File: src/rtl/bdeb_pkg.sv
// Shared constants, command codes and item types of the boolean bit decoder.
package bdeb_pkg;

    localparam int STORE_DEPTH   = 4096;
    localparam int MAX_READ_BITS = 32;
    localparam int ADDR_W        = (STORE_DEPTH > 1) ? $clog2(STORE_DEPTH) : 1;

    localparam logic [7:0] RANGE_NORM   = 8'h80;
    localparam logic [3:0] REFILL_COUNT = 4'd8;
    localparam int         SPLIT_SHIFT  = 24;

    localparam logic [1:0] CMD_WRITE = 2'd0;
    localparam logic [1:0] CMD_START = 2'd1;
    localparam logic [1:0] CMD_READ  = 2'd2;

    typedef struct packed {
        logic [1:0]  cmd;
        logic [11:0] byte_address;
        logic [7:0]  byte_data;
        logic [31:0] start_value;
        logic [7:0]  start_range;
        logic [3:0]  start_count;
        logic [12:0] start_position;
        logic [5:0]  bit_count;
    } t_in_item;

    typedef struct packed {
        logic [31:0] read_bits;
        logic        stream_error;
    } t_out_item;

    // Coder state handed to the bit step
    typedef struct packed {
        logic [31:0] value;
        logic [7:0]  range;
        logic [3:0]  count;
        logic [12:0] position;
    } t_coder;

    // Outcome of one decoded bit
    typedef struct packed {
        logic [31:0] value;
        logic [7:0]  range;
        logic [3:0]  count;
        logic        bit_out;
        logic        refill;
        logic        fail;
    } t_step;

endpackage

File: src/rtl/bdeb_step.sv
// One equiprobable bit: split, compare, normalise, and flag a refill or a failed refill.
module bdeb_step (
    input  bdeb_pkg::t_coder i_coder,
    input  logic [12:0]      i_stream_end,
    output bdeb_pkg::t_step  o_step
);

    logic [8:0]  sum;
    logic [7:0]  split;
    logic [31:0] big;
    logic        ge;
    logic [7:0]  range1;
    logic [31:0] value1;
    logic        norm;
    logic [3:0]  count2;
    logic        last;

    always_comb begin
        sum    = {1'b0, i_coder.range} + 9'd1;
        split  = sum[8:1];
        big    = {split, {bdeb_pkg::SPLIT_SHIFT{1'b0}}};
        ge     = (i_coder.value >= big);
        range1 = ge ? (i_coder.range - split) : split;
        value1 = ge ? (i_coder.value - big) : i_coder.value;
        norm   = (range1 >= bdeb_pkg::RANGE_NORM);
        count2 = i_coder.count - 4'd1;
        last   = !norm && (count2 == 4'd0);

        o_step.fail    = last && (i_coder.position >= i_stream_end);
        o_step.refill  = last && !o_step.fail;
        o_step.value   = norm ? value1 : {value1[30:0], 1'b0};
        o_step.range   = norm ? range1 : {range1[6:0], 1'b0};
        o_step.count   = norm ? i_coder.count : count2;
        o_step.bit_out = ge && !o_step.fail;
    end

endmodule

File: config.mk
export PLATFORM = sky130hd
export DESIGN_NAME = bdeb_step
export DESIGN_NICKNAME = d
export VERILOG_FILES = /design/src/rtl/bdeb_pkg.sv /design/src/rtl/bdeb_step.sv
export SDC_FILE = /design/constraint.sdc
export NUM_CORES = 1
export LEC_CHECK = 0
export BUFFER_PORTS_ARGS = -buffer_cell sky130_fd_sc_hd__buf_2
export CAP_MARGIN = 20
export CORE_AREA = 2 2 108 58
export DETAILED_ROUTE_END_ITERATION = 8
export DIE_AREA = 0 0 110 60
export GPL_TIMING_DRIVEN = 1
export PLACE_DENSITY = 0.77
export SYNTH_ARGS = -nofsm -noshare
export SYNTH_HDL_FRONTEND = slang
export SYNTH_SLANG_ARGS = --single-unit
File: constraint.sdc
create_clock -name vclk -period 3.3
set_clock_uncertainty 0.1 [all_clocks]
set_input_delay 0.165 -clock vclk [all_inputs]
set_output_delay 0.165 -clock vclk [all_outputs]
set_load 0.02 [all_outputs]
---- Word-level counts from Yosys, hierarchy flattened ----
Cells that the tools add are included.
cells by class
  $add $sub $neg .......................... 4
  $lt $le $gt $ge ......................... 3
  muxes and demuxes ....................... 5
  reduce and logical (&&, ||, !) cells .... 7
operator list
  kind                   number
  $mux W32               2
  $ge A32 B32 Y1         1
  $sub A32 B32 Y32       1
  $mux W8                2
  $ge A13 B13 Y1         1
  $add A8 B1 Y9 const B  1
  $ge A8 B8 Y1 const B   1
  $sub A8 B8 Y8          1
  $logic_and A1 B1 Y1    4
  $logic_not A4 Y1       1
  $mux W4                1
  $sub A4 B1 Y4 const B  1
  $logic_not A1 Y1       2
word-level totals
  register bits ........................... 0
  input port bits ......................... 70
  output and inout port bits .............. 47
  logic and storage cells ................. 19

---- Depth between registers and ports, before layout ----
  word-level depth ........................ 9
  mapped depth ............................ 17
  gate-level depth less buffers ........... 15

---- Worst setup path after synthesis ----
OpenSTA, ideal clock, no wires.
  path type ............................... in2out
  start ................................... input i_coder[19] (netlist name)
  end ..................................... output o_step[2] (netlist name)
  data arrival time ....................... 3.498 ns
  required time ........................... 3.035 ns
  slack ................................... -0.463 ns
  stages .................................. 14
  path buffers ............................ 3
  path through ............................ buf_4 buf_2 xnor2_1 fa_1 o221ai_1 o21ai_1 maj3_2 a211o_1 nand3_2 mux2i_4 nand2_8 buf_6 nor3_2 nor2_1
RTL lines
  what         line            RTL
  from (decl)  bdeb_step.sv:3  input bdeb_pkg::t_coder i_coder,
  to (decl)    bdeb_step.sv:5  output bdeb_pkg::t_step o_step

==> results by group <==
Detailed routing
  – Total via count in the routed design: 2973
  – Routed WL: 8510 um
  – Routed len/inst: ~15 um
  – DR iter-0 viols: between 100 and 150
  – DRC Markers: 0
  – First-pass iteration count of the detailed router: 4
  – ANT nets after route: 0
  – Vias/cell: 5.31

Final layout
  – Share of layout cells above drive strength 1: 0.596
  – Clock buffer count in the final layout: 0
  – Flip-flop and latch count: 0
  – Net count, final: roughly 580
  – Area growth from synthesis to layout: 78.5%
  – Most common cell after layout, fill and taps aside: buf_2
  – Commonest cells after routing, fill and taps aside: buf_2 (73), buf_4 (59), buf_6 (49)
  – Storage cell area: 0 um^2
  – Post-route insts no fill: 560
  – Antenna diode count: 0

STA
  – Number of hold-slack violations in the final timing report: 0
  – Setup repair after global routing missed its margin: true
  – Final-layout worst hold slack: 0.577 ns
  – Headroom to the max-slew limit: 0.634
  – Final Cycle Share: 1.09
  – Final count of negative-setup-slack endpoints: 47
  – Total Neg Setup Slack: -11.34 ns
  – Clock period minus final worst setup slack: between 3 and 4 ns
  – Max Transition Viols Final: 0
  – Slew at the pin closest to its max-slew limit: approximately 0.54 ns
  – Final setup margin: -0.307 ns
  – Achievable clock frequency: 277 MHz

Floorplan
  – Top-Level Pins: around 120
  – Chip Height: 60 um
  – Core region area: roughly 5700 um^2
  – Width of the die: around 110 um
  – Core Rows: 20
  – Full die area: between 6000 and 7000 um^2
  – Initial cell density of the core: 0.425

Critical path
  – Largest fanout on the critical path: 5
  – Crit end category: primary output
  – CP Data Arrival Time: 3.34 ns
  – Critical path launch point type: primary input
  – Required time at the worst-slack endpoint: between 3 and 4 ns
  – Type of the worst setup path: primary input to primary output

Synth
  – Cell accounting for the most synthesized area: mux2_4
  – Post-synth net total: just over 400
  – Main area contributors after synthesis: mux2_4 (12%), ha_1 (11%), xnor2_1 (6.5%)
  – Total standard cell area after synthesis: 2440 um^2
  – Number of unique standard cell types used by synthesis: just under 70
  – Cell count after synthesis: a little over 300
  – Proportion of synthesized chip area in sequential cells: 0
  – Fraction of post-synthesis cell area in the top cell type by area: 0.123
  – Mean instance size in the synthesized netlist: 7.86 um^2
  – Number of warnings issued by yosys: 0

Global routing
  – Gr usage total: 0.223
  – Number of global-route vias before repair: roughly 2600
  – Antenna violations before repair: 0
  – Overflow after GRT: 0
  – First-pass GRT wire length: ~12000 um
  – Largest net degree at the start of global routing: 18

Hold path
  – Type of the worst min-delay path: primary input to primary output
  – Number of instances on the worst hold path: 3
  – Hold path startpoint: i_coder[16]
  – End of the worst hold path: o_step[6]

Placed design
  – Total placed cells including tap cells: roughly 540
  – Count of buffers inserted at the top-level ports: around 120
  – Final weighted congestion in routability-driven placement: around 0.92
  – Detail Placement HPWL: 6590 um

Power and ir drop
  – Leak Pwr: around 2.1 nW
  – Pwr per Cell Area: approximately 230 nW/um^2
  – Final Total Pwr: ~1.0 mW
  – Maximum VDD drop: between 0.0001 and 0.00015 V

Status
  – Result of the run: finished, violations left
  – Violations in the final reports: setup timing

Job
  – Number of max-cap violations: 0
## worst max-delay path: stages
cell and delay, ns:
buf_8 0.09, inv_6 0.03, ha_4 0.23, inv_4 0.06
ha_4 0.12, inv_2 0.04, fa_2 0.36, o221ai_2 0.18
o21ai_2 0.08, maj3_2 0.35, a211o_1 0.34, nand3_4 0.15
buf_6 0.12, mux2_4 0.30, a22oi_2 0.21, xnor2_2 0.11
mux2_4 0.27, buf_6 0.13
## routing by layer
metal  share of wire  up-vias  GRT usage
met5               0        -          0
met4         0.00094        0    0.00362
li1                -     1479          -
met3           0.084        2     0.0153
met1            0.46     1363      0.335
met2            0.46      129      0.372
## cell type report
class / count / area [um^2]
inverter: 30 / 121
tap: 77 / 96.3
timing repair buffer: 190 / 1550
fill: 410 / 1380
multi-input combinational: 263 / 2590
## through the flow
step	setup slack (ns)	area [um^2]	util
detailed placement	-0.428	3640	0.635
finish	-0.307	4350	0.759
global placement	-0.329	3640	0.635
floorplan	-0.0893	2670	-
global route	-0.457	4350	0.759
CTS	-0.322	3940	0.688
## how the worst max path moves through the flow
stage	to	startpoint	depth (start not counted)	slack, ns
global route	o_step[39]	i_coder[17]	19	-0.46
global placement	o_step[9]	i_coder[17]	17	-0.33
floorplan	o_step[2]	i_coder[17]	15	-0.09
detailed placement	o_step[44]	i_coder[18]	16	-0.43
finish	o_step[9]	i_coder[17]	18	-0.31
CTS	o_step[6]	i_coder[17]	18	-0.32
## cells by family after synthesis
group	Yosys count	share of synthesized area
and+or+nand+nor	97	0.235
AOI/OAI and AO/OA	75	0.212
buffers and inverters	47	0.0955
muxes	35	0.193
xor gates and xnor gates	28	0.118
adders and majority gates	28	0.146
## report_power, final
part           internal [mW]  switching, mW  total [mW]
Combinational          0.535          0.487        1.02
Clock                      0              0           0
Sequential                 0              0           0
## synthesized netlist by cell type, types with 2 or more instances
cell / count
mux2_4: 20
xnor3_1: 3
and4b_1: 2
xnor2_1: 18
nor2b_1: 2
ha_1: 22
o22ai_1: 2
nor3_1: 8
and2_1: 3
a21oi_1: 17
a211o_1: 4
a21o_1: 2
clkbuf_1: 3
maj3_1: 3
o21ai_1: 4
mux2_2: 5
buf_6: 5
inv_1: 28
nor2_1: 22
a211oi_1: 2
fa_1: 2
nand3_1: 4
a311o_1: 2
nor4_1: 5
nor3_2: 2
o21a_1: 7
buf_2: 6
o21bai_1: 2
a22oi_1: 4
nand2_1: 19
or2_1: 3
o21ai_0: 12
and3_1: 2
nand2b_1: 2
mux2i_1: 8
o31ai_1: 2
buf_4: 3
nand4_1: 8
nand3_2: 4
xor2_1: 7
o211ai_1: 4
## repair_timing
action                     CTS  global route
resized for setup           60            79
setup endpoints to repair   47            47
hold buffers                 0             0
cloned                       0             3
setup buffers               10             9
pin swaps                   23            17
Power figures use the tool's default switching activity.
